--- config.mk ---
export PLATFORM = sky130hd
export DESIGN_NAME = psc_cell
export DESIGN_NICKNAME = d
export VERILOG_FILES = /design/src/sv/palindromic_subsequence_counter_assert.svh /design/src/sv/psc_pkg.sv /design/src/sv/psc_cell.sv
export SDC_FILE = /design/constraint.sdc
export NUM_CORES = 2
export LEC_CHECK = 0
export ABC_AREA = 1
export ABC_CLOCK_PERIOD_IN_PS = 22200
export BUFFER_PORTS_ARGS = -buffer_cell sky130_fd_sc_hd__buf_2
export CORE_MARGIN = 2
export CORE_UTILIZATION = 25
export CTS_CLUSTER_SIZE = 28
export DETAILED_ROUTE_END_ITERATION = 10
export PLACE_DENSITY = 0.5
export SLEW_MARGIN = 25
export SYNTH_ARGS = -nofsm -noshare
export SYNTH_HDL_FRONTEND = slang
export SYNTH_SLANG_ARGS = --single-unit
--- constraint.sdc ---
create_clock -name i_clk -period 22.2 [get_ports i_clk]
set_input_delay 2.22 -clock i_clk [delete_from_list [all_inputs] [get_ports i_clk]]
set_output_delay 2.22 -clock i_clk [all_outputs]
set_load 0.03 [all_outputs]
--- src/sv/palindromic_subsequence_counter_assert.svh ---
// ----------------------------------------------------------------------------
// Assertion macros for the palindromic subsequence counter
// Shared property wrappers, clocked on the rising edge and held off in reset.
// ----------------------------------------------------------------------------
`ifndef PALINDROMIC_SUBSEQUENCE_COUNTER_ASSERT_SVH
`define PALINDROMIC_SUBSEQUENCE_COUNTER_ASSERT_SVH

// same-cycle implication
`define PSC_ASSERT_IMP(label, clk, rst_n, ante, cons, msg) \
    label: assert property (@(posedge clk) disable iff (!rst_n) (ante) |-> (cons)) \
        else $error(msg);

// next-cycle implication
`define PSC_ASSERT_NXT(label, clk, rst_n, ante, cons, msg) \
    label: assert property (@(posedge clk) disable iff (!rst_n) (ante) |=> (cons)) \
        else $error(msg);

`endif

--- src/sv/psc_pkg.sv ---
// ----------------------------------------------------------------------------
// psc_pkg
// Constants, token type and modular adder for the palindromic subsequence
// counter.
// ----------------------------------------------------------------------------
`default_nettype none

package psc_pkg;

    // digit alphabet size (2 to 16)
    localparam int ALPHABET = 10;
    // digit index width
    localparam int DIG_W    = (ALPHABET > 2) ? $clog2(ALPHABET) : 1;
    // digit field width on the stream
    localparam int DIGIT_W  = 4;
    // count width
    localparam int CNT_W    = 30;
    // counts are kept modulo this prime
    localparam logic [CNT_W:0] MODULUS = 31'd1000000007;
    // digit limit at field width plus one
    localparam logic [DIGIT_W:0] DIGIT_LIM = (DIGIT_W + 1)'(ALPHABET);

    // one digit moving down the cell chain
    typedef struct packed {
        logic               valid;
        logic [DIGIT_W-1:0] digit;
        logic               last;
        logic [CNT_W-1:0]   contrib;   // completed patterns picked up on the way
    } t_token;

    // (x + y) mod MODULUS, both operands already reduced
    function automatic logic [CNT_W-1:0] mod_add(input logic [CNT_W-1:0] x,
                                                 input logic [CNT_W-1:0] y);
        logic [CNT_W:0] s;
        begin
            s = {1'b0, x} + {1'b0, y};
            if (s >= MODULUS) begin
                s = s - MODULUS;
            end
            return s[CNT_W-1:0];
        end
    endfunction

endpackage

`default_nettype wire

--- src/sv/psc_cell.sv ---
// ----------------------------------------------------------------------------
// psc_cell
// One row of the counter: all prefix counts that start with digit i_row.
// Updates on the digit at its input and hands the digit to the next cell.
// ----------------------------------------------------------------------------
`default_nettype none

module psc_cell (
    input  wire logic                          i_clk,
    input  wire logic                          i_rst_n,
    input  wire logic                          i_adv,   // chain moves this cycle
    input  wire logic [psc_pkg::DIG_W-1:0]     i_row,   // first digit of this row
    input  wire psc_pkg::t_token               i_tok,
    output      psc_pkg::t_token               o_tok
);

    localparam int A = psc_pkg::ALPHABET;
    localparam int W = psc_pkg::CNT_W;

    // row state: "a", "a b", "a b x", "a b x b" and the row sum of the last
    logic [W-1:0] r_single, n_single;
    logic [W-1:0] r_pair   [A];
    logic [W-1:0] n_pair   [A];
    logic [W-1:0] r_triple [A];
    logic [W-1:0] n_triple [A];
    logic [W-1:0] r_quad   [A];
    logic [W-1:0] n_quad   [A];
    logic [W-1:0] r_rowsum, n_rowsum;
    psc_pkg::t_token r_tok, n_tok;

    logic                      hit;
    logic [psc_pkg::DIG_W-1:0] d;
    logic [W-1:0]              t_sel;

    assign hit   = i_tok.valid && ({1'b0, i_tok.digit} < psc_pkg::DIGIT_LIM);
    assign d     = i_tok.digit[psc_pkg::DIG_W-1:0];
    assign t_sel = hit ? r_triple[d] : '0;

    // next state of the row
    always_comb begin
        n_single = r_single;
        n_rowsum = r_rowsum;
        for (int b = 0; b < A; b++) begin
            n_pair[b]   = r_pair[b];
            n_triple[b] = r_triple[b];
            n_quad[b]   = r_quad[b];
        end
        if (i_tok.valid && i_tok.last) begin
            // end of string: row returns to zero
            n_single = '0;
            n_rowsum = '0;
            for (int b = 0; b < A; b++) begin
                n_pair[b]   = '0;
                n_triple[b] = '0;
                n_quad[b]   = '0;
            end
        end else if (hit) begin
            for (int b = 0; b < A; b++) begin
                n_triple[b] = psc_pkg::mod_add(r_triple[b], r_pair[b]);
            end
            n_quad[d] = psc_pkg::mod_add(r_quad[d], t_sel);
            n_rowsum  = psc_pkg::mod_add(r_rowsum, t_sel);
            n_pair[d] = psc_pkg::mod_add(r_pair[d], r_single);
            if (d == i_row) begin
                n_single = psc_pkg::mod_add(r_single, W'(1));
            end
        end
    end

    // token to the next cell; this row puts its quad sum in contrib when it matches
    always_comb begin
        n_tok = i_tok;
        if (hit && (d == i_row)) begin
            n_tok.contrib = r_rowsum;
        end
    end

    always_ff @(posedge i_clk) begin
        if (!i_rst_n) begin
            r_single <= '0;
            r_rowsum <= '0;
            for (int b = 0; b < A; b++) begin
                r_pair[b]   <= '0;
                r_triple[b] <= '0;
                r_quad[b]   <= '0;
            end
            r_tok <= '0;
        end else if (i_adv) begin
            r_single <= n_single;
            r_rowsum <= n_rowsum;
            for (int b = 0; b < A; b++) begin
                r_pair[b]   <= n_pair[b];
                r_triple[b] <= n_triple[b];
                r_quad[b]   <= n_quad[b];
            end
            r_tok <= n_tok;
        end
    end

    assign o_tok = r_tok;

endmodule

`default_nettype wire

Yosys cells after proc, flatten, opt, wreduce, memory -nomap -nowiden. Memories as Yosys holds them, arrays and structs flattened. Cells that the tools add are included.

Bits in registers: 96. Bits in writable memories: 600. Input bits: 43. Output and inout bits: 36. Logic and storage cells: 133. Memories: 2.

Add/sub/neg operators: 26. Order comparisons: 16. Equality and inequality tests: 1. Mux-type cells: 53. Bitwise gates (word level): 21. Reductions and logical operators: 8.

Memory list: r_pair (depth 10, width 30, read ports 11, clocked after memory_dff 0, wr ports 10, RTL line psc_cell.sv:22) `logic [W-1:0] r_pair [A];`; r_triple (depth 10, width 30, read ports 11, clocked after memory_dff 0, wr ports 10, RTL line psc_cell.sv:24) `logic [W-1:0] r_triple [A];`.

Operators by type and width (count): 2-to-1 mux 30 bit (43); 2-to-1 mux 300 bit (4); >= comparator 31 x 30 -> 1 bit (second input constant) (13); subtractor 30 bit (second input constant) (13); adder 30 x 30 -> 31 bit (12); bitwise mux 300 bit (1); demux 30 bit (select 4 bit) (1); adder 30 x 1 -> 31 bit (second input constant) (1); bitwise OR 1 bit (20); >= comparator 5 bit (second input constant) (1); less-than comparator 5 x 1 -> 1 bit (second input constant) (1); NOT 4 -> 5 bit (1); equality test 4 bit (1); logical AND 1 bit (4); less-than comparator 4 bit (second input constant) (1); 2-to-1 mux 1 bit (4); nonzero test 2 bit (2); AND reduction 3 bit (1); AND reduction 2 bit (1).

Depth between registers and ports, before layout. An unclocked memory read counts as a cell.

Depth in word-level cells: 10. Depth in mapped cells: 35. Gate-level depth less buffers: 33.

Least setup slack after synthesis. OpenSTA, ideal clock, no wires.

Path type: input to register. Start: in i_tok[34] (netlist name). End: reg r_rowsum[1]. Data arrival time: 16.988 ns. Data required time: 22.078 ns. Slack: 5.090 ns. Stages on the path: 10. Buffers on the path: 2. Cells stage by stage: clkbuf_1 inv_1 a21oi_1 nor2_1 o21ai_0 nand2_1 inv_1 clkbuf_1 nand2_1 o21ai_0.

Longest elaborated chain between the ends: 8. Elaborated cells on any way between the ends: 12.

RTL lines: start, declared (RTL line psc_cell.sv:13) `input wire psc_pkg::t_token i_tok,`; less-than comparator 4 bit (RTL line psc_cell.sv:35) `assign hit = i_tok.valid && ({1'b0, i_tok.digit} < psc_pkg::DIGIT_LIM);`; logical AND 1 bit (RTL line psc_cell.sv:35); 2-to-1 mux 30 bit (RTL line psc_cell.sv:37) `assign t_sel = hit ? r_triple[d] : '0;`; adder 30 x 30 -> 31 bit (RTL line psc_pkg.sv:36) `s = {1'b0, x} + {1'b0, y};`; subtractor 30 bit / >= comparator 31 x 30 -> 1 bit (equally long branches) (RTL line psc_pkg.sv:38, psc_pkg.sv:37); 2-to-1 mux 30 bit (RTL line psc_pkg.sv:37) `if (s >= MODULUS) begin`; 2-to-1 mux 30 bit (RTL line psc_cell.sv:57) `end else if (hit) begin`; 2-to-1 mux 30 bit (RTL line psc_cell.sv:48) `if (i_tok.valid && i_tok.last) begin`; end signal, assigned (RTL line psc_cell.sv:90) `r_rowsum <= n_rowsum;`; end, declared (RTL line psc_cell.sv:28) `logic [W-1:0] r_rowsum, n_rowsum;`.

Several ways; a longest one is shown, not always the timed one. The select of a mux whose other input is x is not followed. A chain may end at the register's enable or synchronous reset.

==> run summary <==
The power per standard cell area was 65.93 nW/um^2. In this run, synthesis inferred 600 flip-flops with an integrated enable. For the worst setup path, the data required time is 22.83 ns. The count of nets left with antenna violations once routing finished came out at 0.

After synthesis, the largest family of logic cells by area is simple AND/OR/NAND/NOR gates. The type of the tightest min-delay check was flip-flop to flip-flop. In this run, the number of DRC markers left after iteration 0 of detailed routing was 10308. For this design the top-level I/O count stands at 79. Wires add up to 375.5 mm. Post-route DRC violation count: 0. Per report_power, the clock group accounts for 28.2% of the total.

Synthesis produced a netlist with a net count of 13381. The instance count after placement with tap cells included was 16883; the worst-path maximum fanout was 61. With fillers left out, the area of the finished cells amounts to 84950 um^2. Setup violations remaining at the end of the flow were counted as 0.

The mapped netlist covers 77160 um^2. The clock transition at the register clock pins on the worst setup and hold paths after CTS came out at 0.06 ns. By area the synthesized netlist is led by sky130_fd_sc_hd__edfxtp_1 23%, sky130_fd_sc_hd__nand2_1 20%, sky130_fd_sc_hd__inv_1 9.8%. The wire length per cell came out at 22.01 um.

The number of buffers inserted by post-CTS setup repair is 0. The critical path starts at i_tok[32]. Detailed routing inserted a total of 86788 vias. The logs give 81890 um^2 for the placed instance area and 22.91% for the overall fraction of global-route tracks in use. Placeable core area: 306600 um^2.

Buffers inserted to repair hold after CTS numbered 0. The number of library cell types mapped by synthesis is 62. Critical hold path startpoint: o_tok[11].

The die outline height was 559.5 um; the proportion of synthesized area in mux cells was 0%. Async set-reset flop share out of synthesis: 0%. The share of total power dissipated in combinational logic is 40.9%. The run gives 0 as the final hold violation count. For the maximum resistive drop on vdd, the log shows 0.06436 mV. The worst setup path is captured at a flip-flop. Subtracting the final worst setup slack from the clock period gives 9.440 ns. Fraction of the yosys area taken by sequential cells: 25.84%.

The post-synthesis area per instance works out to 5.958 um^2. The internal portion of the total power is 3046 uW. The run gives 10.07 ns as the arrival time of data at the critical path endpoint.

Net switching is 45.62% of the power. Gate count after technology mapping: 12951. In the synthesized netlist the dominant register cell turns out to be sky130_fd_sc_hd__edfxtp_1. Of the total synthesized cell area, the portion taken by AND, OR, NAND and NOR gates is 40.90%. Maximum number of pins on one net before global-route repair: 165.

By instance count, the leading cell after synthesis is sky130_fd_sc_hd__nand2_1. The tools report the upper clock frequency limit as 0.1059 GHz. The floorplan die width was 559.5 um; the standard-cell row count was 203. The run finished with clean final reports.

Max-cap violations in this run came to 0. For the insertion delay of the later-clocked pin in the worst-skew pair, the log shows 0.78 ns. The sequential cell fraction of total power came out at 30.9%.

Summing the areas of all xor and xnor instances in the mapped netlist gives 1.320% of the synthesized area. TritonCTS built the clock tree. After synthesis, the most frequently instantiated cells are 4051 x sky130_fd_sc_hd__nand2_1, 2017 x sky130_fd_sc_hd__inv_1, 1413 x sky130_fd_sc_hd__nor2_1. The tools report the number of fill cells in the layout as 34981. Summing the areas of all compound-gate instances in the mapped netlist gives 13.62% of the synthesized area. The leakage power total was 0.04152 uW; the area growth from synthesis to final layout was 10.10%. Of the post-synthesis cell area, the dominant cell type holds 23.35%. The floorplan step defined a die boundary enclosing 313100 um^2. The number of nets at the end of the flow was 13308; the maximum clock skew at final layout was 0.04895 ns. Global routing finished with a remaining overflow of 0.

The tree is rooted in a sky130_fd_sc_hd__clkbuf_16. The tightest hold path in the finished design has a slack of 0.4749 ns. Synthesis inferred 696 register bits. At the pin with the least slew margin, the transition time is 1.263 ns. Clock tree synthesis found a total of 696 sinks.

The first global-routing pass estimated 536.9 mm of wire. The count of buffers inserted at the top-level ports is 78, and the number of buffers inserted during clock tree synthesis is 92. Half-perimeter wire length after placement: 301.0 mm.

The via count normalized by instance count works out to 5.087. The worst setup path is of the input pin to flip-flop kind. The congestion estimate from routability-driven global placement came to 1.018. The yosys synthesis warning count was 0. Once the clock tree was built, the resizer swapped 0 gates to a different size.

The via count of the first global-routing pass was 78168. The biggest area contributor in the post-synthesis netlist is sky130_fd_sc_hd__edfxtp_1. In the finished design, the share of the clock period the worst path needs comes to 42.52%. For the final routed database, the setup TNS stands at 0 ns. Setup repair after global routing left no endpoint under its margin. The max-slew violation count is 0. Cells with a size suffix above 1 make up 3.729% of the layout. The net load switching power is 2555 uW. The run gives 3 as the depth of the CTS H-tree.

For this configuration, the core starts out at a cell density of 25.17%. The number of antenna violations at the first check in global routing is 30, and the final standard cell count with taps included and fillers excluded is 17060. In this run the deepest clock path goes through 3 buffers. Headroom to the max-slew limit came out at 15.18%. Of the total synthesized cell area, the portion taken by full adders, half adders and majority gates is 6.392%. The first detailed-routing pass took 9 iterations.

The worst setup path is launched from an input pin. The startpoint of the worst-slack reg-to-reg timing path is r_triple[7][16].
## metal layers
metal  track usage, %  share of wire (%)  wire (um)
met3            4.367                8.7      32670
met1            31.52                 44     166200
met4            10.10                5.0      18650
met5                0              0.051        191
met2            34.55                 42     157700
## layout by cell type (no fill, tap or decap), drive strengths merged, types with 9 or more instances in the layout
master / Yosys / final
xor2: 86 / 86
a31oi: 16 / 16
and2: 34 / 34
buf: 87 / 151
o21ai: 481 / 481
clkinv: 4 / 45
dfxtp: 96 / 96
clkbuf: 231 / 110
nand2: 4101 / 4101
nor3: 127 / 127
nand3: 1424 / 1424
a22oi: 120 / 120
a21boi: 9 / 9
edfxtp: 600 / 600
inv: 2039 / 2042
nor2: 1441 / 1441
o211ai: 32 / 32
nand4: 226 / 226
ha: 375 / 375
o21bai: 36 / 36
a21o: 13 / 13
nand3b: 76 / 76
xnor2: 26 / 26
o22ai: 119 / 119
a21oi: 1095 / 1095
fa: 12 / 12
## sequential cells by signal, summed over array words and instances, names as in the netlist
signal	flops
r_rowsum	30
r_single	30
o_tok	36
r_triple	300
r_pair	300
## through the flow
| stage | power, uW | utilization [%] | setup slack (ns) |
|---|---|---|---|
| after floorplan | 3272 | - | 5.090 |
| after global placement | 3986 | 26.71 | 12.27 |
| after detailed placement | 3980 | 26.71 | 12.39 |
| after CTS | 5566 | 27.68 | 13.17 |
| after global routing | 5908 | 27.71 | 12.73 |
| final | 5601 | 27.71 | 12.76 |
## logic make-up after synthesis
| family | count (synthesis) |
|---|---|
| buffers and inverters | 2361 |
| and+or+nand+nor | 7459 |
| xor gates and xnor gates | 112 |
| AOI/OAI and AO/OA | 1936 |
| DFF | 696 |
| adders and majority gates | 387 |
## final timing paths
path                                     end  slack [ns]  cells past startpoint
worst max-delay path            r_pair[3][4]       12.76                     25
worst min-delay path               o_tok[11]        0.47                      2
worst max register to register  r_rowsum[14]       15.38                     23
worst min register to register     o_tok[11]        0.47                      2
## layout make-up
type	count	area (um^2)	share of cell area (%)
multi-input cells	9894	48200	56.74
flip-flops and latches	696	19940	23.47
inverters	2043	7679	9.039
well taps	4100	5130	6.039
clock buffers	110	2391	2.815
repair buffers	151	1002	1.180
clock inverters	59	590.6	0.6952
diodes	7	17.52	0.02062
## critical path: stages
cell and delay [ns]:
sky130_fd_sc_hd__buf_2 0.20, sky130_fd_sc_hd__inv_1 0.39, sky130_fd_sc_hd__nor2_4 0.03, sky130_fd_sc_hd__buf_4 0.38, sky130_fd_sc_hd__inv_2 0.73, sky130_fd_sc_hd__buf_4 0.62
sky130_fd_sc_hd__o22ai_1 0.19, sky130_fd_sc_hd__o21ai_0 0.66, sky130_fd_sc_hd__nand3_1 0.33, sky130_fd_sc_hd__ha_1 0.47, sky130_fd_sc_hd__nand2_1 0.15, sky130_fd_sc_hd__nor2_1 0.22
sky130_fd_sc_hd__and2_1 0.30, sky130_fd_sc_hd__nand4_1 0.28, sky130_fd_sc_hd__nand4_1 0.19, sky130_fd_sc_hd__nand2_1 0.18, sky130_fd_sc_hd__nand2_1 0.14, sky130_fd_sc_hd__nor2_1 0.07
sky130_fd_sc_hd__nand3_1 0.16, sky130_fd_sc_hd__nor2_4 0.08, sky130_fd_sc_hd__nor2_8 0.45, sky130_fd_sc_hd__nand3_1 0.97, sky130_fd_sc_hd__nand3_1 0.40, sky130_fd_sc_hd__nand2_1 0.08
sky130_fd_sc_hd__inv_1 0.05
## power by group through the flow
stage	registers (uW)	clock network (uW)	logic [uW]
detailed placement	1750	0	2230
floorplan	1680	0	1590
CTS	1720	1600	2240
finish	1730	1580	2290
global route	1730	1640	2540
global placement	1750	0	2240
No activity file was read; power rests on OpenSTA's default activity.
