--- src/sv/palindromic_subsequence_counter_assert.svh ---
// ----------------------------------------------------------------------------
// Assertion macros for the palindromic subsequence counter
// Shared property wrappers, clocked on the rising edge and held off in reset.
// ----------------------------------------------------------------------------
`ifndef PALINDROMIC_SUBSEQUENCE_COUNTER_ASSERT_SVH
`define PALINDROMIC_SUBSEQUENCE_COUNTER_ASSERT_SVH

// same-cycle implication
`define PSC_ASSERT_IMP(label, clk, rst_n, ante, cons, msg) \
    label: assert property (@(posedge clk) disable iff (!rst_n) (ante) |-> (cons)) \
        else $error(msg);

// next-cycle implication
`define PSC_ASSERT_NXT(label, clk, rst_n, ante, cons, msg) \
    label: assert property (@(posedge clk) disable iff (!rst_n) (ante) |=> (cons)) \
        else $error(msg);

`endif

--- src/sv/psc_pkg.sv ---
// ----------------------------------------------------------------------------
// psc_pkg
// Constants, token type and modular adder for the palindromic subsequence
// counter.
// ----------------------------------------------------------------------------
`default_nettype none

package psc_pkg;

    // digit alphabet size (2 to 16)
    localparam int ALPHABET = 10;
    // digit index width
    localparam int DIG_W    = (ALPHABET > 2) ? $clog2(ALPHABET) : 1;
    // digit field width on the stream
    localparam int DIGIT_W  = 4;
    // count width
    localparam int CNT_W    = 30;
    // counts are kept modulo this prime
    localparam logic [CNT_W:0] MODULUS = 31'd1000000007;
    // digit limit at field width plus one
    localparam logic [DIGIT_W:0] DIGIT_LIM = (DIGIT_W + 1)'(ALPHABET);

    // one digit moving down the cell chain
    typedef struct packed {
        logic               valid;
        logic [DIGIT_W-1:0] digit;
        logic               last;
        logic [CNT_W-1:0]   contrib;   // completed patterns picked up on the way
    } t_token;

    // (x + y) mod MODULUS, both operands already reduced
    function automatic logic [CNT_W-1:0] mod_add(input logic [CNT_W-1:0] x,
                                                 input logic [CNT_W-1:0] y);
        logic [CNT_W:0] s;
        begin
            s = {1'b0, x} + {1'b0, y};
            if (s >= MODULUS) begin
                s = s - MODULUS;
            end
            return s[CNT_W-1:0];
        end
    endfunction

endpackage

`default_nettype wire

--- src/sv/psc_out.sv ---
// ----------------------------------------------------------------------------
// psc_out
// Running total at the end of the cell chain and the result register.
// Also produces the chain advance enable.
// ----------------------------------------------------------------------------
`default_nettype none

`include "palindromic_subsequence_counter_assert.svh"

module psc_out (
    input  wire logic                        i_clk,
    input  wire logic                        i_rst_n,
    input  wire psc_pkg::t_token             i_tok,
    input  wire logic                        i_tready,
    output      logic                        o_adv,
    output      logic                        o_tvalid,
    output      logic [psc_pkg::CNT_W-1:0]   o_count
);

    localparam int W = psc_pkg::CNT_W;

    logic         r_out_valid;
    logic [W-1:0] r_total;
    logic [W-1:0] r_count;
    logic [W-1:0] sum;
    logic         fin;
    logic         total_ok;
    logic         count_ok;
    logic         clear_ok;

    // chain moves whenever the result slot is free or being emptied
    assign o_adv = !r_out_valid || i_tready;
    assign sum   = psc_pkg::mod_add(r_total, i_tok.contrib);
    assign fin   = i_tok.valid && i_tok.last;

    // total and result slot
    always_ff @(posedge i_clk) begin
        if (!i_rst_n) begin
            r_out_valid <= 1'b0;
            r_total     <= '0;
        end else if (o_adv) begin
            r_out_valid <= i_tok.valid && i_tok.last;
            if (i_tok.valid) begin
                r_total <= i_tok.last ? '0 : sum;
            end
        end
    end

    // result payload
    always_ff @(posedge i_clk) begin
        if (o_adv && i_tok.valid && i_tok.last) begin
            r_count <= sum;
        end
    end

    assign o_tvalid = r_out_valid;
    assign o_count  = r_count;

    // checker terms
    assign total_ok = ({1'b0, r_total} < psc_pkg::MODULUS);
    assign count_ok = ({1'b0, r_count} < psc_pkg::MODULUS);
    assign clear_ok = (r_total == '0) && r_out_valid;

    `PSC_ASSERT_IMP(a_total_reduced, i_clk, i_rst_n, 1'b1, total_ok, "total not reduced")
    `PSC_ASSERT_IMP(a_count_reduced, i_clk, i_rst_n, r_out_valid, count_ok, "count not reduced")
    `PSC_ASSERT_NXT(a_last_clears, i_clk, i_rst_n, o_adv && fin, clear_ok, "string not closed")
    `PSC_ASSERT_NXT(a_no_spurious, i_clk, i_rst_n, o_adv && !fin, !r_out_valid, "stray result")

endmodule

`default_nettype wire

--- config.mk ---
export PLATFORM = sky130hd
export DESIGN_NAME = psc_out
export DESIGN_NICKNAME = d
export VERILOG_FILES = /design/src/sv/psc_pkg.sv /design/src/sv/psc_out.sv
export VERILOG_INCLUDE_DIRS = /design/src /design/src/sv
export SDC_FILE = /design/constraint.sdc
export NUM_CORES = 1
export LEC_CHECK = 0
export ABC_AREA = 0
export BUFFER_PORTS_ARGS = -buffer_cell sky130_fd_sc_hd__buf_4
export CORE_ASPECT_RATIO = 1.75
export CORE_MARGIN = 5
export CORE_UTILIZATION = 53
export DETAILED_ROUTE_END_ITERATION = 12
export PLACE_DENSITY = 0.74
export SYNTH_ARGS = -nofsm -noshare
export SYNTH_HDL_FRONTEND = slang
export SYNTH_SLANG_ARGS = --single-unit
export TNS_END_PERCENT = 20
--- constraint.sdc ---
create_clock -name i_clk -period 4.95 [get_ports i_clk]
set_input_delay 0.495 -clock i_clk [delete_from_list [all_inputs] [get_ports i_clk]]
set_output_delay 0.495 -clock i_clk [all_outputs]
set_load 0.02 [all_outputs]
=== Word level (Yosys, flattened, before mapping) ===
Index checks and enable logic that the tools add are counted.

* Output and inout port bits: 32
* Input bits: 39
* Register bits: 61

* Order comparisons: 1
* Multiplexer cells: 2
* Add/sub/neg operators: 2
* Reductions and logical operators: 6

{| class="wikitable"
|+ Operators with widths
! kind !! number
|-
| $mux 30 || 2
|-
| $add 30x30->31 || 1
|-
| $ge 31x30->1 const B || 1
|-
| $sub 30x30->30 const B || 1
|-
| $logic_and 1x1->1 || 3
|-
| $reduce_and 2->1 || 1
|-
| $logic_not 1->1 || 1
|-
| $logic_or 1x1->1 || 1
|}

=== Longest topological paths before layout ===
Gate-level depths: netlist of run 1.

* Word-level depth: 4
* Gate-level depth with buffers: 17

=== Worst setup path after synthesis of run 1 ===
No wires, ideal clock.

* Kind: input -> register
* Start: input i_tok[0] in the netlist's numbering
* End: register r_count[8], in the netlist o_count[8] (data pin)
* Buffers on the path: 2
* Required time: 4.686 ns
* Arrival time: 4.014 ns
* Setup time: 0.264 ns
* Path slack: 0.673 ns
* Stages on the path: 16
* Path through: ha_1 inv_1 fa_1 nand2b_1 a21o_1 a2111o_1 nand2_1 xor2_1 nand3_1 o41ai_1 o22ai_1 buf_2 a21o_1 buf_6 or3_1 xnor2_1

* Word-level cells in the longest chain between the ends: 3
* Elaborated cells on any way between the ends: 4
* Classes of those cells: add/sub: 2; order compare: 1; mux: 1

{| class="wikitable"
|+ Ends and longest elaborated chain
! item !! RTL line !! source
|-
| from (decl) || psc_out.sv:13 || <nowiki>input wire psc_pkg::t_token i_tok,</nowiki>
|-
| $add 30x30->31 (*) || psc_pkg.sv:36 || <nowiki>s = {1'b0, x} + {1'b0, y};</nowiki>
|-
| $sub 30x30->30 / $ge 31x30->1 (equally long branches) || psc_pkg.sv:38, psc_pkg.sv:37 ||
|-
| $mux 30 (*) || psc_pkg.sv:37 || <nowiki>if (s >= MODULUS) begin</nowiki>
|-
| via sum[8] || psc_out.sv:25 || <nowiki>logic [W-1:0] sum;</nowiki>
|-
| to (signal assigned) || psc_out.sv:52 || <nowiki>r_count <= sum;</nowiki>
|-
| to (decl) || psc_out.sv:24 || <nowiki>logic [W-1:0] r_count;</nowiki>
|}

Mark *: on every way through the listed nets, which the timed path passes. The rest lies on a longest branch.
A chain may end at the register's enable or synchronous reset.

=== Worst setup path after layout of run 1 ===
* Start: register r_total[0]
* End: register r_count[5], in the netlist o_count[5] (data pin)

* Word-level cells in the longest chain between the ends: 3
* Elaborated cells on any way between the ends: 4
* Classes of those cells: add/sub: 2; order compare: 1; mux: 1

{| class="wikitable"
|+ Ends and longest elaborated chain
! item !! RTL line !! source
|-
| from (decl) || psc_out.sv:23 || <nowiki>logic [W-1:0] r_total;</nowiki>
|-
| from (signal assigned) || psc_out.sv:44 || <nowiki>r_total <= i_tok.last ? '0 : sum;</nowiki>
|-
| $add 30x30->31 (*) || psc_pkg.sv:36 ||
|-
| $sub 30x30->30 / $ge 31x30->1 (equally long branches) || psc_pkg.sv:38, psc_pkg.sv:37 ||
|-
| $mux 30 (*) || psc_pkg.sv:37 ||
|-
| via sum[5] || psc_out.sv:25 ||
|}

Marks and branches as above.

==> results of run 1 <==
[power groups by stage]
stage	Clock, mW	Sequential (mW)	Combinational, mW
after floorplan	0	0.653	0.570
after global placement	0	0.634	0.838
after detailed placement	0	0.636	0.858
after CTS	0.664	0.626	0.865
after global routing	0.694	0.629	0.946
final	0.656	0.627	0.874
[final cells by class]
cell class	count	area, sq um	area share [%]
clock inverters	5	75.1	1.21
multi-input cells	494	3450	55.6
repair buffers	96	733	11.8
flip-flops and latches	61	1520	24.5
inverters	12	45.0	0.725
clock buffers	11	233	3.75
well taps	122	153	2.46
[how the worst max path moves through the flow]
stage | cells after the start | startpoint | endpoint | slack (ns)
after global routing | 16 | r_total[0] | o_count[5] | 0.13
after CTS | 16 | r_total[0] | o_count[5] | 0.46
after detailed placement | 17 | i_tok[0] | o_count[5] | 0.28
final | 16 | r_total[0] | o_count[5] | 0.38
after floorplan | 16 | i_tok[0] | o_count[8] | 0.67
after global placement | 16 | i_tok[0] | o_count[8] | 0.26
[Yosys cell counts, types with 5 or more instances]
master and n:
edfxtp_1 30, nor3_1 19, o211ai_1 11, and2_1 10, a21oi_1 38, dfxtp_1 31
nand2_1 51, a211oi_1 24, nor3b_1 6, xor2_1 17, and3_1 9, and4_1 5
buf_2 9, xnor2_1 23, o21ai_1 5, o21ai_0 15, a221oi_1 9, nor2_1 38
a31oi_1 6, a22o_1 21, nor4_1 7, nand4_1 14, a21o_1 21, nor2b_1 7
ha_1 31, o21a_1 6, or2_2 7, nand3_1 18, nand2b_1 7, a21boi_0 5
clkbuf_1 21, inv_1 12
[state kept, by name (all words and copies together), names as in the netlist]
name and count:
r_total 30, o_count 30, o_tvalid 1
[placed cells by master (no fill, tap or decap), types with 5 or more instances in the layout]
cell type  netlist  routed
a211oi_1        24      24
a31oi_1          6       5
nand2_1         51      51
o21a_1           6       6
and3_1           9       9
nor2b_1          7       7
clkbuf_16        0       9
ha_1            31      31
xnor2_1         23      23
a22o_1          21      21
nand2b_1         7       7
nand4_1         14      14
edfxtp_1        30      30
o21ai_1          5       5
a221oi_1         9       9
and2_1          10      10
nor2_1          38      38
a21oi_1         38      38
nor3_1          19      19
inv_1           12      12
o21ai_0         15      15
buf_4            0      95
nor4_1           7       7
and4_1           5       5
xor2_1          17      17
or2_2            7       7
nand3_1         18      18
dfxtp_1         31      31
a21o_1          21      21
o211ai_1        11      11
a21boi_0         5       5
nor3b_1          6       5
[cell families after synthesis]
kind of cell             Yosys count  synth area share [%]
multiplexers                       5                 0.991
buffers and inverters             46                  4.13
flip-flops                        61                  29.4
AND/OR/NAND/NOR                  212                  21.3
adder cells (fa/ha/maj)           32                  7.88
AO/OA/AOI/OAI                    204                  29.2
XOR/XNOR                          41                  7.08
[layer usage]
| metal | vias up | wire (um) | track usage [%] |
|---|---|---|---|
| li1 | 2464 | - | - |
| met1 | 2422 | 5580 | 26.0 |
| met2 | 210 | 8900 | 51.7 |
| met3 | 74 | 708 | 5.14 |
| met4 | 0 | 1490 | 21.8 |
| met5 | - | 0 | 0 |
[stage by stage]
stage	cells	power (mW)
after floorplan	601	1.22
after global placement	785	1.47
after detailed placement	785	1.49
after CTS	801	2.16
after global routing	801	2.27
final	801	2.16
[worst max-delay path: stages, from the launching register on]
cell	delay [ns]
dfxtp_1	0.34
ha_1	0.17
inv_1	0.05
fa_1	0.50
nand2b_1	0.25
a21oi_1	0.22
o21ai_1	0.15
a2111oi_0	0.57
nor3_1	0.12
xor2_1	0.25
o41ai_1	0.65
a31oi_2	0.20
buf_12	0.21
a211oi_1	0.21
buf_4	0.16
nand3_1	0.08
and2_1	0.18
==> qor.csv, run 1 <==
metric,value,unit
pwr-share-seq,29.1,%
synth-edff-count,30,
cts.sinks,61,
synth.yosys.warnings,0,
p_per_area,347,mW/mm^2
slew_violations,0,
start_util,54.3,%
fin_ws,0.378,ns
htree_levels,3,
p_sw_share,36.3,%
cts.hold.buffers_added,0,
r2r-start,r_total[0],
wl_per_cell,20.8,um
peakVddDrop,0.275,mV
rsz0062_at_grt,false,
avgSynthCellArea,8.61,sq um
dpl.hpwl,13000,um
outcome,"finished, final reports clean",
cts.clk_slew.worst_paths,0.05,ns
grt_antenna_before_repair,0,
worst_slew_pin_slew,1.25,ns
critPathKind,reg2reg,
setup_tns,0,ns
holdWs,0.454,ns
cts_post_setup_buffers_inserted,0,
cp.required,5.04,ns
yosysTopAreaCell,edfxtp_1,
final_util,65.2,%
layout.nets,745,
r2r_cells,16,
rrSetupSlack,0.38,ns
synth_area_leaders,"edfxtp_1, dfxtp_1, ha_1",
cts_tree,yes,
hold_viol,0,
syn_area,0.00518,sq mm
postSynth.asyncResetShare,0,%
hold_end,o_tvalid,
antennaDiodeCount,0,
syn-instance-count,601,
final_layout_size_suffix_gt1_share,19.3,%
setup_viol,0,
netlist.area_leader.share,17.4,%
gp_congestion,0.937,
die_w,84.7,um
fp-row-count,47,
cts-buffers-inserted,9,
cp-start-kind,flip-flop,
cts-resized-gates,0,
skew,0.00664,ns
pre_cts_slack,0.275,ns
area_growth,20.0,%
final_area,0.00621,sq mm
r2r_end,o_count[5],
first_pass_iters,7,
synthFlopType,dfxtp_1,
net-switching-power,783,uW
dieArea,0.0119,sq mm
end_kind,flip-flop,
internal_power,1.37,mW
hold_path.class,in2reg,
combPwrFrac,40.5,%
ys_ff_latch,61,
cap_violations,0,
p_leak,2.63,nW
antenna_left,0,
ios,71,
p_clk_share,30.4,%
syn_nets,672,
min_period,4.57,ns
fmax,219,MHz
vias,5170,
placed_cell_area,0.00591,sq mm
drc,0,
first_global_vias,5228,
grt_pass1_wl,26000,um
grt_max_degree,31,
worstSkewPairLatency,0.33,ns
clock_path_buffers,2,
drt_iter0_drc,354,
arrival,4.66,ns
ys_types,71,
crit_fanout,22,
overflow,0,
fp.dieH,141,um
whs_path_depth,2,
period_share,92.4,%
fillers,843,
io_buffers,66,
grt_use_total,27.9,%
cts-root-buf,clkbuf_16,
synth-seq-area-share,29.4,%
design.core.area,0.00953,sq mm
drt-total-wl,16700,um
vias_per_cell,6.45,
worstHoldStart,i_rst_n,
slew_headroom,16.4,%
Note: power is estimated with default switching activity, not from simulation.
==> run 2: changes to the inputs <==
- CTS_BUF_LIST: default -> sky130_fd_sc_hd__clkbuf_4
- CTS_CLUSTER_DIAMETER: default -> 200
==> run 2 against run 1 <==
Sequential share of layout area increased by 0.61 points. Worst hold slack lost 0.094 ns. Cell count is the same. Critical path type unchanged. Sequential power barely moved. Non-clock buffer count unchanged.
==> qor.csv, run 2 (same netlist as run 1, synthesis figures left out) <==
metric,value,unit,change
cpPeakStageDelay,0.65,ns,about the same
cp.depth,16,,unchanged
wl_per_cell,20.5,um,-1.7%
drc,0,,unchanged
peakVddDrop,0.228,mV,-17%
holdWs,0.360,ns,-0.0938 ns
cts-resized-gates,0,,unchanged
gp_congestion,0.937,,unchanged
grtUsageMet1,25.6,%,-0.41 points
cts-root-buf,clkbuf_4,,
slew_violations,0,,unchanged
cp.required,5.13,ns,+0.09 ns
path_delay_family,compound AO/OA/AOI/OAI gates,,
rsz0062_at_grt,false,,
cap_violations,0,,unchanged
clock_path_buffers,2,,unchanged
ios,71,,unchanged
crit_buf_inv,3,,unchanged
endpoint,o_count[5],,
cts_post_setup_buffers_inserted,0,,unchanged
design.core.area,0.00953,sq mm,unchanged
skew,0.0149,ns,+0.00822 ns
p_per_area,313,mW/mm^2,-9.9%
io_buffers,66,,unchanged
fp-row-count,47,,unchanged
placed_cell_area,0.00591,sq mm,unchanged
p_leak,2.57,nW,-2.4%
grt_max_degree,31,,unchanged
grt_antenna_before_repair,0,,unchanged
cpMaxStageDelayCell,o41ai_1,,
cts_tree,yes,,
first_global_vias,5175,,-1.0%
min_period,4.55,ns,-0.0182 ns
slew_headroom,16.5,%,+0.095 points
overflow,0,,unchanged
first_pass_iters,7,,unchanged
cts.clk_slew.worst_paths,0.11,ns,+0.06 ns
drt_iter0_drc,309,,-13%
antennaDiodeCount,0,,unchanged
fin_cells,801,,unchanged
cts.sinks,61,,unchanged
grtUsageMet3,3.44,%,-1.7 points
r2r_end,o_count[5],,
worst_slew_pin_slew,1.25,ns,-0.00142 ns
drt-total-wl,16400,um,-1.7%
hold_path.class,in2reg,,
final_common_cell,buf_4,,
cts.hold.buffers_added,0,,unchanged
met2_usage,50.8,%,-0.91 points
fmax,220,MHz,+0.40%
critPathKind,reg2reg,,
grt_use_total,27.1,%,-0.75 points
rrSetupSlack,0.40,ns,+0.02 ns
fp.dieH,141,um,unchanged
gr-max-usage-layer,met2,,
layout.nets,745,,unchanged
period_share,92.0,%,-0.37 points
dieArea,0.0119,sq mm,unchanged
cts-buffers-inserted,9,,unchanged
grt_pass1_wl,25500,um,-1.9%
dpl.cell_count,785,,unchanged
cp-start-kind,flip-flop,,
crit_fanout,22,,unchanged
final_cell_mix,"buf_4, nand2_1, nor2_1, a21oi_1",,
vias,5148,,-0.43%
crit_path_cell_trace,"ha_1, inv_1, fa_1, nand2b_1, a21oi_1, o21ai_1, a2111oi_0, nor3_1, xor2_1, o41ai_1, a31oi_2, buf_12, a211oi_1, buf_4, nand3_1, and2_1",,
dpl.hpwl,13000,um,unchanged
arrival,4.73,ns,+0.07 ns
final_layout_size_suffix_gt1_share,19.6,%,+0.29 points
area_growth,17.1,%,
antenna_left,0,,unchanged
final_area,0.00606,sq mm,-2.4%
vias_per_cell,6.43,,-0.43%
fin_total_pwr,1.90,mW,-12%
r2r-start,r_total[0],,
htree_levels,3,,unchanged
outcome,"finished, final reports clean",,
r2r_cells,16,,unchanged
startpoint,r_total[0],,
worstSkewPairLatency,0.41,ns,+0.08 ns
setup_viol,0,,unchanged
start_util,54.3,%,unchanged
setup_tns,0,ns,unchanged
end_kind,flip-flop,,
die_w,84.7,um,unchanged
hold_viol,0,,unchanged
run 2: metal layers:
| metal | up-vias | part of all wire (%) |
|---|---|---|
| met1 | 2421 | 34 |
| met2 | 179 | 53 |
| li1 | 2472 | - |
| met3 | 76 | 3.5 |
| met4 | 0 | 9.2 |
| met5 | - | 0 |
run 2: area by class of cell:
class / instances / area (sq um)
flip-flops and latches: 61 / 1520
well taps: 122 / 153
fillers: 873 / 3460
clock inverters: 5 / 75.1
clock buffers: 11 / 82.6
inverters: 12 / 45.0
multi-input cells: 494 / 3450
repair buffers: 96 / 733
run 2: worst min path at each step:
| stage | startpoint | cells past startpoint | end | slack, ns |
|---|---|---|---|---|
| detailed placement | r_total[29] | 2 | r_total[29] | 0.46 |
| finish | i_rst_n | 2 | o_tvalid | 0.36 |
| CTS | i_rst_n | 2 | o_tvalid | 0.36 |
| global route | i_rst_n | 2 | o_tvalid | 0.34 |
| floorplan | r_total[29] | 2 | r_total[29] | 0.43 |
| global placement | r_total[29] | 2 | r_total[29] | 0.45 |
run 2: power by group:
group	leakage, nW	internal, mW	switching [mW]
Clock	0.0906	0.214	0.186
Combinational	1.94	0.340	0.532
Sequential	0.535	0.595	0.0294
Total	2.57	1.15	0.748
run 2: through the flow:
step                      utilization (%)  setup slack, ns
after CTS                            63.6            0.455
after floorplan                         -            0.673
after global routing                 63.6            0.129
after detailed placement             62.0            0.275
final                                63.6            0.396
after global placement               62.0            0.264
==> run 3: changes to the inputs <==
- clock period: 4.95 -> 4.5 ns (I/O delays scaled with it)
==> run 3 against run 2 <==
Global-route usage increased by 0.14 points. Highest routed layer unchanged. Clock power decreased by 19%. Routed wire length decreased by 0.12%. Critical path depth unchanged.
==> qor.csv, run 3 (same netlist as run 1, synthesis figures left out) <==
metric,value,unit,change
p_sw_share,40.7,%,+1.3 points
area_growth,22.0,%,
first_global_vias,5360,,+3.6%
outcome,"finished, final reports clean",,
cp.required,4.85,ns,-0.28 ns
drt_iter0_drc,175,,-43%
cts-resized-gates,0,,unchanged
antennaDiodeCount,0,,unchanged
fp-row-count,47,,unchanged
ios,71,,unchanged
cap_violations,0,,unchanged
cts.sinks,61,,unchanged
p_clk_share,15.9,%,-5.2 points
cpMaxStageDelayCell,o41ai_2,,
slew_violations,0,,unchanged
fin_cells,840,,+4.9%
peakVddDrop,0.242,mV,+6.0%
cpPeakStageDelay,0.49,ns,-0.16 ns
net-switching-power,835,uW,+12%
dpl.hpwl,13100,um,+0.97%
layout.nets,784,,+5.2%
worst_slew_pin_slew,1.25,ns,-0.000705 ns
p_per_area,324,mW/mm^2,+3.7%
drt-total-wl,16400,um,-0.12%
clock_path_buffers,2,,unchanged
dpl.cell_count,824,,+5.0%
slew_headroom,16.5,%,+0.047 points
arrival,4.56,ns,-0.17 ns
period_share,93.5,%,+1.5 points
hold_path.class,in2reg,,
fp.dieH,141,um,unchanged
cts-root-buf,clkbuf_4,,
overflow,0,,unchanged
fin_total_pwr,2.05,mW,+8.0%
vias_per_cell,6.33,,-1.5%
internal_power,1.21,mW,+5.6%
grt_pass1_wl,25800,um,+1.4%
first_pass_iters,4,,-3
start_util,54.3,%,unchanged
grt_antenna_before_repair,0,,unchanged
crit_fanout,13,,-41%
setup_viol,0,,unchanged
cp-start-kind,flip-flop,,
die_w,84.7,um,unchanged
fmax,238,MHz,+8.3%
skew,0.0195,ns,+0.00461 ns
vias,5317,,+3.3%
final_area,0.00631,sq mm,+4.1%
critPathKind,reg2reg,,
min_period,4.21,ns,-0.348 ns
placed_cell_area,0.00619,sq mm,+4.7%
io_buffers,66,,unchanged
hold_viol,0,,unchanged
cts_post_setup_buffers_inserted,0,,unchanged
antenna_left,0,,unchanged
pwr-share-seq,33.5,%,+0.6 points
fin_ws,0.294,ns,-0.102 ns
final_common_cell,buf_4,,
final_layout_size_suffix_gt1_share,24.2,%,+4.6 points
combPwrFrac,50.6,%,+4.6 points
end_kind,flip-flop,,
cts_tree,yes,,
cts.hold.buffers_added,0,,unchanged
wl_per_cell,19.5,um,-4.8%
worstSkewPairLatency,0.41,ns,about the same
cts-buffers-inserted,9,,unchanged
dieArea,0.0119,sq mm,unchanged
p_leak,2.72,nW,+6.0%
drc,0,,unchanged
htree_levels,3,,unchanged
grt_max_degree,31,,unchanged
gp_congestion,0.951,,+1.5%
grt_use_total,27.3,%,+0.14 points
design.core.area,0.00953,sq mm,unchanged
cts.clk_slew.worst_paths,0.10,ns,about the same
crit_path_cell_trace,"ha_1, inv_1, fa_1, nand2b_1, a21oi_1, o21ai_1, a2111oi_1, nor3_1, xor2_1, o41ai_2, a31oi_2, buf_4, buf_4, nor4_1, xor2_1, a22o_1",,
pre_cts_slack,-0.0341,ns,-0.309 ns
final_cell_mix,"buf_4, nand2_1, nor2_1, a21oi_1",,
run 3: final cells by class:
class,count,area [sq um]
clock inverter,5,27.5
timing repair buffer,135,1010
tap,122,153
multi-input combinational,494,3470
inverter,12,45.0
clock buffer,11,82.6
fill,864,3210
sequential,61,1520
run 3: path summary, 6_finish.rpt:
path / startpoint / endpoint / slack, ns / cells after the start
setup / recovery: r_total[0] / r_total[25] / 0.29 / 16
hold / removal: i_rst_n / o_tvalid / 0.34 / 2
setup reg to reg: r_total[0] / r_total[25] / 0.29 / 16
hold reg to reg: r_total[29] / r_total[29] / 0.47 / 2
run 3: routing by layer:
metal / track usage, % / part of all wire (%) / wire length (um)
met1: 25.5 / 34 / 5580
met2: 50.5 / 52 / 8590
met3: 4.14 / 3.7 / 601
met4: 22.6 / 9.8 / 1610
met5: 0 / 0 / 0
run 3: power groups by stage:
stage / clock, mW / combinational [mW] / sequential [mW]
6_report: 0.326 / 1.04 / 0.686
5_1_grt: 0.365 / 1.12 / 0.689
4_1_cts: 0.332 / 1.02 / 0.686
3_5_place_dp: 0 / 1.02 / 0.698
3_3_place_gp: 0 / 0.997 / 0.698
2_1_floorplan: 0 / 0.627 / 0.718
run 3: critical path, delay by kind of cell, from the launching register on:
kind	cells	cell delay [ns]
AOI/OAI and AO/OA	6	1.66
and+or+nand+nor	3	0.63
adders and majority gates	2	0.60
xor gates and xnor gates	2	0.48
buffers and inverters	3	0.43
DFF	1	0.35
run 3: per-stage QoR:
stage / TNS (ns) / util (%) / hold slack [ns]
2_1_floorplan: 0 / - / 0.429
3_3_place_gp: 0 / 64.9 / 0.446
3_5_place_dp: -0.0351 / 64.9 / 0.459
4_1_cts: 0 / 66.1 / 0.307
5_1_grt: -0.0156 / 66.3 / 0.315
6_report: 0 / 66.3 / 0.339
